$ cat src/fcr_pkg.sv
// Shared types, constants and the byte-wide CRC-16/MODBUS update for the
// frame checker/router. No dependencies.
`default_nettype none
package fcr_pkg;

  localparam logic [15:0] CRC_INIT = 16'hFFFF;
  localparam logic [15:0] CRC_POLY = 16'hA001;

  localparam logic [15:0] SENDER_POS     = 16'd0;
  localparam logic [15:0] RECEIVER_POS   = 16'd1;
  localparam logic [15:0] PORT_POS       = 16'd2;
  localparam logic [15:0] IDENT_HIGH_POS = 16'd3;
  localparam logic [15:0] IDENT_LOW_POS  = 16'd4;
  localparam logic [15:0] REQUEST_POS    = 16'd5;

  localparam int CFG_IDX_W = 3;
  localparam int OUT_W     = 40;

  typedef enum logic [CFG_IDX_W-1:0] {
    REG_EXPECTED_SENDER = 3'd0,
    REG_OWN_ADDRESS     = 3'd1,
    REG_CLIENT_ADDRESS  = 3'd2,
    REG_DEVICE_PORT     = 3'd3,
    REG_RTR_PORT        = 3'd4,
    REG_MIN_FRAME_LEN   = 3'd5,
    REG_MIN_DEV_LEN     = 3'd6,
    REG_UNUSED          = 3'd7
  } cfg_index_t;

  typedef enum logic [2:0] {
    V_DEVICE   = 3'd0,
    V_CLIENT   = 3'd1,
    V_RTR      = 3'd2,
    V_SHORT    = 3'd3,
    V_CRC      = 3'd4,
    V_SENDER   = 3'd5,
    V_PORT     = 3'd6,
    V_RECEIVER = 3'd7
  } verdict_t;

  typedef struct packed {
    logic [7:0] expected_sender;
    logic [7:0] own_address;
    logic [7:0] client_address;
    logic [7:0] device_port;
    logic [7:0] rtr_port;
    logic [7:0] min_frame_length;
    logic [7:0] min_device_frame_length;
  } cfg_t;

  typedef struct packed {
    logic       valid;
    logic       last;
    logic [7:0] data;
  } in_item_t;

  typedef struct packed {
    verdict_t    verdict;
    logic [7:0]  port_number;
    logic [15:0] device_ident;
    logic [7:0]  request_code;
  } result_t;

  function automatic logic [15:0] crc_feed(input logic [15:0] crc, input logic [7:0] b);
    logic [15:0] c;
    c = crc ^ {8'h00, b};
    for (int k = 0; k < 8; k++) begin
      if (c[0]) begin
        c = (c >> 1) ^ CRC_POLY;
      end else begin
        c = c >> 1;
      end
    end
    return c;
  endfunction

endpackage
`default_nettype wire

$ cat src/fcr_cfg.sv
// Configuration register file of the frame checker/router.
// Depends on fcr_pkg (cfg_t, register indexes).
`default_nettype none
module fcr_cfg (
  input  wire                            clk,
  input  wire                            rst_n,
  input  wire                            wr_en,
  input  wire [fcr_pkg::CFG_IDX_W-1:0]   wr_index,
  input  wire [7:0]                      wr_data,
  output fcr_pkg::cfg_t                  cfg
);

  fcr_pkg::cfg_t cfg_r;

  always_ff @(posedge clk) begin
    if (!rst_n) begin
      cfg_r.expected_sender         <= 8'd0;
      cfg_r.own_address             <= 8'd1;
      cfg_r.client_address          <= 8'd2;
      cfg_r.device_port             <= 8'd0;
      cfg_r.rtr_port                <= 8'd1;
      cfg_r.min_frame_length        <= 8'd5;
      cfg_r.min_device_frame_length <= 8'd8;
    end else if (wr_en) begin
      unique case (fcr_pkg::cfg_index_t'(wr_index))
        fcr_pkg::REG_EXPECTED_SENDER: cfg_r.expected_sender         <= wr_data;
        fcr_pkg::REG_OWN_ADDRESS:     cfg_r.own_address             <= wr_data;
        fcr_pkg::REG_CLIENT_ADDRESS:  cfg_r.client_address          <= wr_data;
        fcr_pkg::REG_DEVICE_PORT:     cfg_r.device_port             <= wr_data;
        fcr_pkg::REG_RTR_PORT:        cfg_r.rtr_port                <= wr_data;
        fcr_pkg::REG_MIN_FRAME_LEN:   cfg_r.min_frame_length        <= wr_data;
        fcr_pkg::REG_MIN_DEV_LEN:     cfg_r.min_device_frame_length <= wr_data;
        default: ;
      endcase
    end
  end

  assign cfg = cfg_r;

endmodule
`default_nettype wire

$ cat src/fcr_in_reg.sv
// Input register stage: holds one byte request and releases it when the
// frame stage can take it. Depends on fcr_pkg (in_item_t).
`default_nettype none
module fcr_in_reg (
  input  wire               clk,
  input  wire               rst_n,
  input  wire               in_valid,
  output logic              in_ready,
  input  wire  [7:0]        in_data,
  input  wire               in_last,
  input  wire               out_slot_free,
  output fcr_pkg::in_item_t item,
  output logic              advance
);

  logic       valid_r, valid_nxt;
  logic       last_r;
  logic [7:0] data_r;

  // a non-last byte never produces a result, so it never waits on the output
  assign advance   = valid_r && (!last_r || out_slot_free);
  assign in_ready  = !valid_r || advance;
  assign valid_nxt = in_ready ? in_valid : valid_r;

  always_ff @(posedge clk) begin
    if (!rst_n) begin
      valid_r <= 1'b0;
    end else begin
      valid_r <= valid_nxt;
    end
  end

  always_ff @(posedge clk) begin
    if (in_ready && in_valid) begin
      data_r <= in_data;
      last_r <= in_last;
    end
  end

  assign item.valid = valid_r;
  assign item.last  = last_r;
  assign item.data  = data_r;

endmodule
`default_nettype wire

$ cat src/fcr_frame.sv
// Frame state (running CRC, saturating count, header captures) and the
// end-of-frame verdict logic. Depends on fcr_pkg (crc_feed, types).
`default_nettype none
module fcr_frame (
  input  wire                clk,
  input  wire                rst_n,
  input  wire                step,
  input  fcr_pkg::in_item_t  item,
  input  fcr_pkg::cfg_t      cfg,
  output fcr_pkg::result_t   result
);

  logic [15:0] crc_r, crc_nxt;
  logic [15:0] count_r, count_nxt;
  logic [7:0]  sender_r, sender_nxt;
  logic [7:0]  receiver_r, receiver_nxt;
  logic [7:0]  port_r, port_nxt;
  logic [7:0]  id_hi_r, id_hi_nxt;
  logic [7:0]  id_lo_r, id_lo_nxt;
  logic [7:0]  req_r, req_nxt;

  logic        crc_bad;
  logic        short_frame;
  logic        short_device;

  assign crc_nxt      = fcr_pkg::crc_feed(crc_r, item.data);
  assign count_nxt    = (count_r == 16'hFFFF) ? count_r : count_r + 16'd1;
  assign sender_nxt   = (count_r == fcr_pkg::SENDER_POS)     ? item.data : sender_r;
  assign receiver_nxt = (count_r == fcr_pkg::RECEIVER_POS)   ? item.data : receiver_r;
  assign port_nxt     = (count_r == fcr_pkg::PORT_POS)       ? item.data : port_r;
  assign id_hi_nxt    = (count_r == fcr_pkg::IDENT_HIGH_POS) ? item.data : id_hi_r;
  assign id_lo_nxt    = (count_r == fcr_pkg::IDENT_LOW_POS)  ? item.data : id_lo_r;
  assign req_nxt      = (count_r == fcr_pkg::REQUEST_POS)    ? item.data : req_r;

  assign short_frame  = count_nxt < {8'd0, cfg.min_frame_length};
  assign short_device = count_nxt < {8'd0, cfg.min_device_frame_length};
  assign crc_bad      = (count_nxt < 16'd2) || (crc_nxt != 16'd0);

  always_comb begin
    result.port_number  = port_nxt;
    result.device_ident = 16'd0;
    result.request_code = 8'd0;
    priority if (short_frame) begin
      result.verdict = fcr_pkg::V_SHORT;
    end else if (crc_bad) begin
      result.verdict = fcr_pkg::V_CRC;
    end else if (sender_nxt != cfg.expected_sender) begin
      result.verdict = fcr_pkg::V_SENDER;
    end else if (receiver_nxt == cfg.own_address) begin
      priority if (port_nxt == cfg.device_port) begin
        if (short_device) begin
          result.verdict = fcr_pkg::V_SHORT;
        end else begin
          result.verdict      = fcr_pkg::V_DEVICE;
          result.device_ident = {id_hi_nxt, id_lo_nxt};
          result.request_code = req_nxt;
        end
      end else if (port_nxt == cfg.rtr_port) begin
        result.verdict = fcr_pkg::V_RTR;
      end else begin
        result.verdict = fcr_pkg::V_PORT;
      end
    end else if (receiver_nxt == cfg.client_address) begin
      result.verdict = fcr_pkg::V_CLIENT;
    end else begin
      result.verdict = fcr_pkg::V_RECEIVER;
    end
  end

  always_ff @(posedge clk) begin
    if (!rst_n || (step && item.last)) begin
      crc_r      <= fcr_pkg::CRC_INIT;
      count_r    <= 16'd0;
      sender_r   <= 8'd0;
      receiver_r <= 8'd0;
      port_r     <= 8'd0;
      id_hi_r    <= 8'd0;
      id_lo_r    <= 8'd0;
      req_r      <= 8'd0;
    end else if (step) begin
      crc_r      <= crc_nxt;
      count_r    <= count_nxt;
      sender_r   <= sender_nxt;
      receiver_r <= receiver_nxt;
      port_r     <= port_nxt;
      id_hi_r    <= id_hi_nxt;
      id_lo_r    <= id_lo_nxt;
      req_r      <= req_nxt;
    end
  end

endmodule
`default_nettype wire

$ cat src/crc16_frame_checker_router.sv
// A byte accepted on in_* is held in the input stage; when a last byte advances,
// its verdict is loaded into the result stage and shown on out_* from then on.
// Throughput: one byte per cycle; a waiting verdict stalls only a last byte.
// Reset (rst_n low, synchronous): config returns to defaults, frame state
// clears (CRC 0xFFFF, count 0), both stages empty.
`default_nettype none
module crc16_frame_checker_router (
  input  wire                               clk,
  input  wire                               rst_n,
  input  wire                               in_tvalid,
  output logic                              in_tready,
  input  wire  [7:0]                        in_tdata,   // [7:0] data_byte
  input  wire                               in_tlast,   // last_byte
  output logic                              out_tvalid,
  input  wire                               out_tready,
  // [2:0] verdict, [10:3] port_number, [26:11] device_ident,
  // [34:27] request_code, [39:35] zero
  output logic [fcr_pkg::OUT_W-1:0]         out_tdata,
  input  wire                               cfg_valid,
  output logic                              cfg_ready,
  input  wire  [fcr_pkg::CFG_IDX_W-1:0]     cfg_index,
  input  wire  [7:0]                        cfg_data
);

  fcr_pkg::cfg_t     cfg;
  fcr_pkg::in_item_t item;
  fcr_pkg::result_t  result;
  logic              advance;
  logic              out_slot_free;
  logic              out_valid_r, out_valid_nxt;
  logic [fcr_pkg::OUT_W-1:0] out_data_r;

  assign cfg_ready = 1'b1;

  fcr_cfg u_cfg (
    .clk      (clk),
    .rst_n    (rst_n),
    .wr_en    (cfg_valid),
    .wr_index (cfg_index),
    .wr_data  (cfg_data),
    .cfg      (cfg)
  );

  fcr_in_reg u_in_reg (
    .clk           (clk),
    .rst_n         (rst_n),
    .in_valid      (in_tvalid),
    .in_ready      (in_tready),
    .in_data       (in_tdata),
    .in_last       (in_tlast),
    .out_slot_free (out_slot_free),
    .item          (item),
    .advance       (advance)
  );

  fcr_frame u_frame (
    .clk    (clk),
    .rst_n  (rst_n),
    .step   (advance),
    .item   (item),
    .cfg    (cfg),
    .result (result)
  );

  assign out_slot_free = !out_valid_r || out_tready;
  assign out_valid_nxt = (advance && item.last) || (out_valid_r && !out_tready);

  always_ff @(posedge clk) begin
    if (!rst_n) begin
      out_valid_r <= 1'b0;
    end else begin
      out_valid_r <= out_valid_nxt;
    end
  end

  always_ff @(posedge clk) begin
    if (advance && item.last) begin
      out_data_r <= {5'd0, result.request_code, result.device_ident,
                     result.port_number, result.verdict};
    end
  end

  assign out_tvalid = out_valid_r;
  assign out_tdata  = out_data_r;

endmodule
`default_nettype wire

$ cat config.mk
export PLATFORM = sky130hd
export DESIGN_NAME = crc16_frame_checker_router
export DESIGN_NICKNAME = d
export VERILOG_FILES = /design/src/fcr_pkg.sv /design/src/fcr_cfg.sv /design/src/fcr_in_reg.sv /design/src/fcr_frame.sv /design/src/crc16_frame_checker_router.sv
export SDC_FILE = /design/constraint.sdc
export NUM_CORES = 1
export LEC_CHECK = 0
export BUFFER_PORTS_ARGS = -buffer_cell sky130_fd_sc_hd__buf_2
export CAP_MARGIN = 10
export CORE_ASPECT_RATIO = 0.7
export CORE_UTILIZATION = 61
export CTS_CLUSTER_SIZE = 40
export DETAILED_ROUTE_END_ITERATION = 8
export PLACE_DENSITY = 0.81
export SYNTH_ARGS = -nofsm -noshare
export SYNTH_HDL_FRONTEND = slang
export SYNTH_SLANG_ARGS = --single-unit
$ cat constraint.sdc
create_clock -name clk -period 4.75 [get_ports clk]
set_input_delay 0.95 -clock clk [delete_from_list [all_inputs] [get_ports clk]]
set_output_delay 0.95 -clock clk [all_outputs]
set_load 0.02 [all_outputs]
==> impl_metrics.csv <==
group,metric,value,unit
clock_tree,post_cts_buffers,0,
logic_synthesis,post_synth.cell_area_avg,8.78,µm²
power_and_ir_drop,powerDensity,336,nW/µm²
grt,antenna_found_initial,0,
min_path,hold_depth,2,
power_and_ir_drop,pwr-share-seq,47.9,%
min_path,holdCritPathClass,"reg -> reg",
floorplanning,start_util,63.2,%
detailed_routing,via_count,8064,
timing,slew_headroom,33.1,%
clock_tree,clock_sinks,182,
logic_synthesis,syn_area,9390,µm²
worst_setup_path,critical_path_class,"reg -> reg",
power_and_ir_drop,power_frac_clock,39.2,%
timing,fin_tns_setup,0,ns
timing,final_max_slew_viol_count,0,
clock_tree,htree_levels,4,
logic_synthesis,synthCells,1069,
power_and_ir_drop,switching_share,28.2,%
place,gp_congestion,0.950,
detailed_routing,drt_first_iter_violations,880,
floorplanning,ios,68,
logic_synthesis,ys_warn_count,0,
clock_tree,path_clk_slew,0.07,ns
flow_run,cap_viol_max_count,0,
worst_setup_path,worstPathArrival,4.70,ns
floorplanning,dieArea,15900,µm²
clock_tree,cts_buffers,17,
worst_setup_path,crit_path_max_incr_delay,0.49,ns
logic_synthesis,synth.ff_latch_count,182,
logic_synthesis,synth_xor_area_share,6.68,%
clock_tree,insertion_delay,0.44,ns
detailed_routing,viasPerCell,6.11,
place,place_hpwl,17.2,mm
logic_synthesis,synth_mux_area_share,4.22,%
clock_tree,cts_tree,"done",
worst_setup_path,regToRegSetupSlack,0.31,ns
clock_tree,cts_buffer_depth,2,
detailed_routing,detail_route.first_pass.iterations,6,
worst_setup_path,cp_cell_sequence,"ha_1, nand3_1, nor2_1, nand2_1, o21ai_0, ha_1, nand3b_1, nor2_1, or3_1, maj3_1, o211ai_1, buf_4, nand3b_2, nor4_2",
timing,worst_slew_pin_slew,0.999,ns
grt,grt_overflow,0,
grt,grt_max_degree,60,
worst_setup_path,r2r-start,"u_frame.count_r[0]",
timing,fin_crit_sh,93.5,%
final_layout,layout_common_cells,"nand2_1, dfxtp_1, nor2_1, a21oi_1, buf_2",
final_layout,stdcell_count,1320,
min_path,hold_end,"u_frame.id_lo_r[0]",
final_layout,diodes,0,
logic_synthesis,synth_fa_ha_area_share,2.48,%
place,dp.cells,1285,
final_layout,syn_to_final_growth,10.2,%
power_and_ir_drop,leakagePower,0.00395,µW
worst_setup_path,path_delay_family,"simple AND/OR/NAND/NOR gates",
power_and_ir_drop,pwr-share-comb,12.9,%
worst_setup_path,reg2reg_depth,14,
power_and_ir_drop,ir_worst_vdd,0.196,mV
timing,clock_skew,0.0122,ns
floorplanning,rows,37,
place,io_buffers,61,
detailed_routing,routed_wl,25.0,mm
grt,track_usage,31.9,%
power_and_ir_drop,internal_power,2500,µW
floorplanning,dieWidth,150,µm
worst_setup_path,crit_slowest_cell,"dfxtp_1",
worst_setup_path,crit_fanout,12,
logic_synthesis,yosysSeqAreaShare,43.5,%
power_and_ir_drop,p_switching,979,µW
outcome,outcome,"completed",
clock_tree,cts_hold_buf,0,
detailed_routing,ant_nets,0,
timing,final-setup-viol-count,0,
logic_synthesis,synthArstFlopShare,0,%
logic_synthesis,synth-compound-area-share,13.3,%
logic_synthesis,synth_top_family_by_area,"simple AND/OR/NAND/NOR gates",
worst_setup_path,worst-path-buf-inv,1,
timing,rsz0062_at_grt,"no",
logic_synthesis,synthFlopType,"dfxtp_1",
worst_setup_path,endpoint_kind,"flip-flop",
grt,grt_pass1_vias,7247,
timing,hold_violations,0,
clock_tree,cts-root-buf,"clkbuf_16",
logic_synthesis,synth.distinct_cells,70,
final_layout,nNetsFinal,1154,
clock_tree,cts-resized-gates,0,
grt,grt_pass1_wl,38.7,mm
final_layout,drive_gt1_share,13.5,%
final_layout,final_common_cell,"nand2_1",
detailed_routing,wl_per_cell,19.0,µm
logic_synthesis,synth-edff-count,44,
min_path,hold_start,"u_frame.id_lo_r[0]",
floorplanning,core,14900,µm²
timing,max_clock_freq,0.225,GHz
worst_setup_path,reg2reg_to,"out_tdata[25]",
timing,fin_crit,4.44,ns
detailed_routing,post-route-drc-count,0,
floorplanning,die_h,106,µm
final_layout,fill_cells,1173,
logic_synthesis,yosys.area_share.simple,24.5,%
worst_setup_path,worstSetupStartpointType,"flip-flop",
worst_setup_path,cp.required,5.01,ns
layout make-up:
cell class | instances | area, µm² | area share, %
clock buffer | 17 | 425 | 4.11
sequential | 182 | 4080 | 39.5
timing repair buffer | 81 | 455 | 4.40
inverter | 43 | 161 | 1.56
tap | 195 | 244 | 2.36
clock inverter | 15 | 136 | 1.32
multi-input combinational | 787 | 4840 | 46.8
logic make-up after synthesis:
kind of cell / Yosys count
other: 2
muxes: 39
adders and majority gates: 19
and+or+nand+nor: 463
buffers and inverters: 105
xor gates and xnor gates: 70
AOI/OAI and AO/OA: 189
DFF: 182
registers in the layout, indices dropped and copies added, names as in the netlist:
name	count
u_frame.id_hi_r	8
u_frame.sender_r	8
out_tdata	35
u_cfg.cfg	56
u_frame.receiver_r	8
out_tvalid	1
u_frame.req_r	8
u_in_reg.data_r	8
u_in_reg.last_r	1
u_in_reg.valid_r	1
u_frame.port_r	8
u_frame.count_r	16
u_frame.crc_r	16
u_frame.id_lo_r	8
per-stage QoR:
stage	power, µW	area [µm²]	util, %	hold slack (ns)	setup WS, ns
global placement	2120	9760	65.7	0.438	0.603
floorplan	2010	9400	-	0.432	1.15
CTS	3470	10300	69.5	0.456	0.303
finish	3480	10300	69.6	0.457	0.310
detailed placement	2130	9760	65.7	0.446	0.329
global route	3590	10300	69.6	0.477	0.0893
worst max-delay path by stage:
stage,startpoint,end,depth (start not counted)
3_3_place_gp,u_frame.count_r[0],out_tdata[31],13
6_report,u_frame.count_r[0],out_tdata[25],14
5_1_grt,u_frame.count_r[0],out_tdata[13],14
2_1_floorplan,u_frame.count_r[0],out_tdata[33],14
4_1_cts,u_frame.count_r[0],out_tdata[34],13
3_5_place_dp,u_frame.count_r[0],out_tdata[34],13
synthesized netlist by cell type, types with 20 or more instances:
library cell | count | area, µm²
xnor2_1 | 38 | 333
a21oi_1 | 63 | 315
dfxtp_1 | 138 | 2760
nand3_1 | 43 | 215
xor2_1 | 31 | 272
clkbuf_1 | 32 | 120
a21boi_0 | 52 | 390
mux2i_1 | 36 | 360
edfxtp_1 | 44 | 1320
nor2_1 | 65 | 244
nor4_2 | 20 | 250
nand2_1 | 239 | 897
inv_1 | 43 | 161
power groups by stage:
stage / clock, µW / sequential [µW] / combinational [µW]
finish: 1360 / 1670 / 447
global route: 1440 / 1670 / 480
CTS: 1370 / 1660 / 435
detailed placement: 0 / 1700 / 431
global placement: 0 / 1700 / 423
floorplan: 0 / 1700 / 318
worst min-delay path, stage by stage (launching register included):
cell,delay [ns]
dfxtp_1,0.31
nand2_1,0.05
a21oi_1,0.05
layer usage:
layer	share of wire (%)	vias up	track usage (%)
met2	41	460	45.6
met1	45	3757	46.7
met4	2.1	0	10.2
met3	11	64	7.88
met5	0	-	0
li1	-	3783	-
Power figures use the tool's default switching activity.
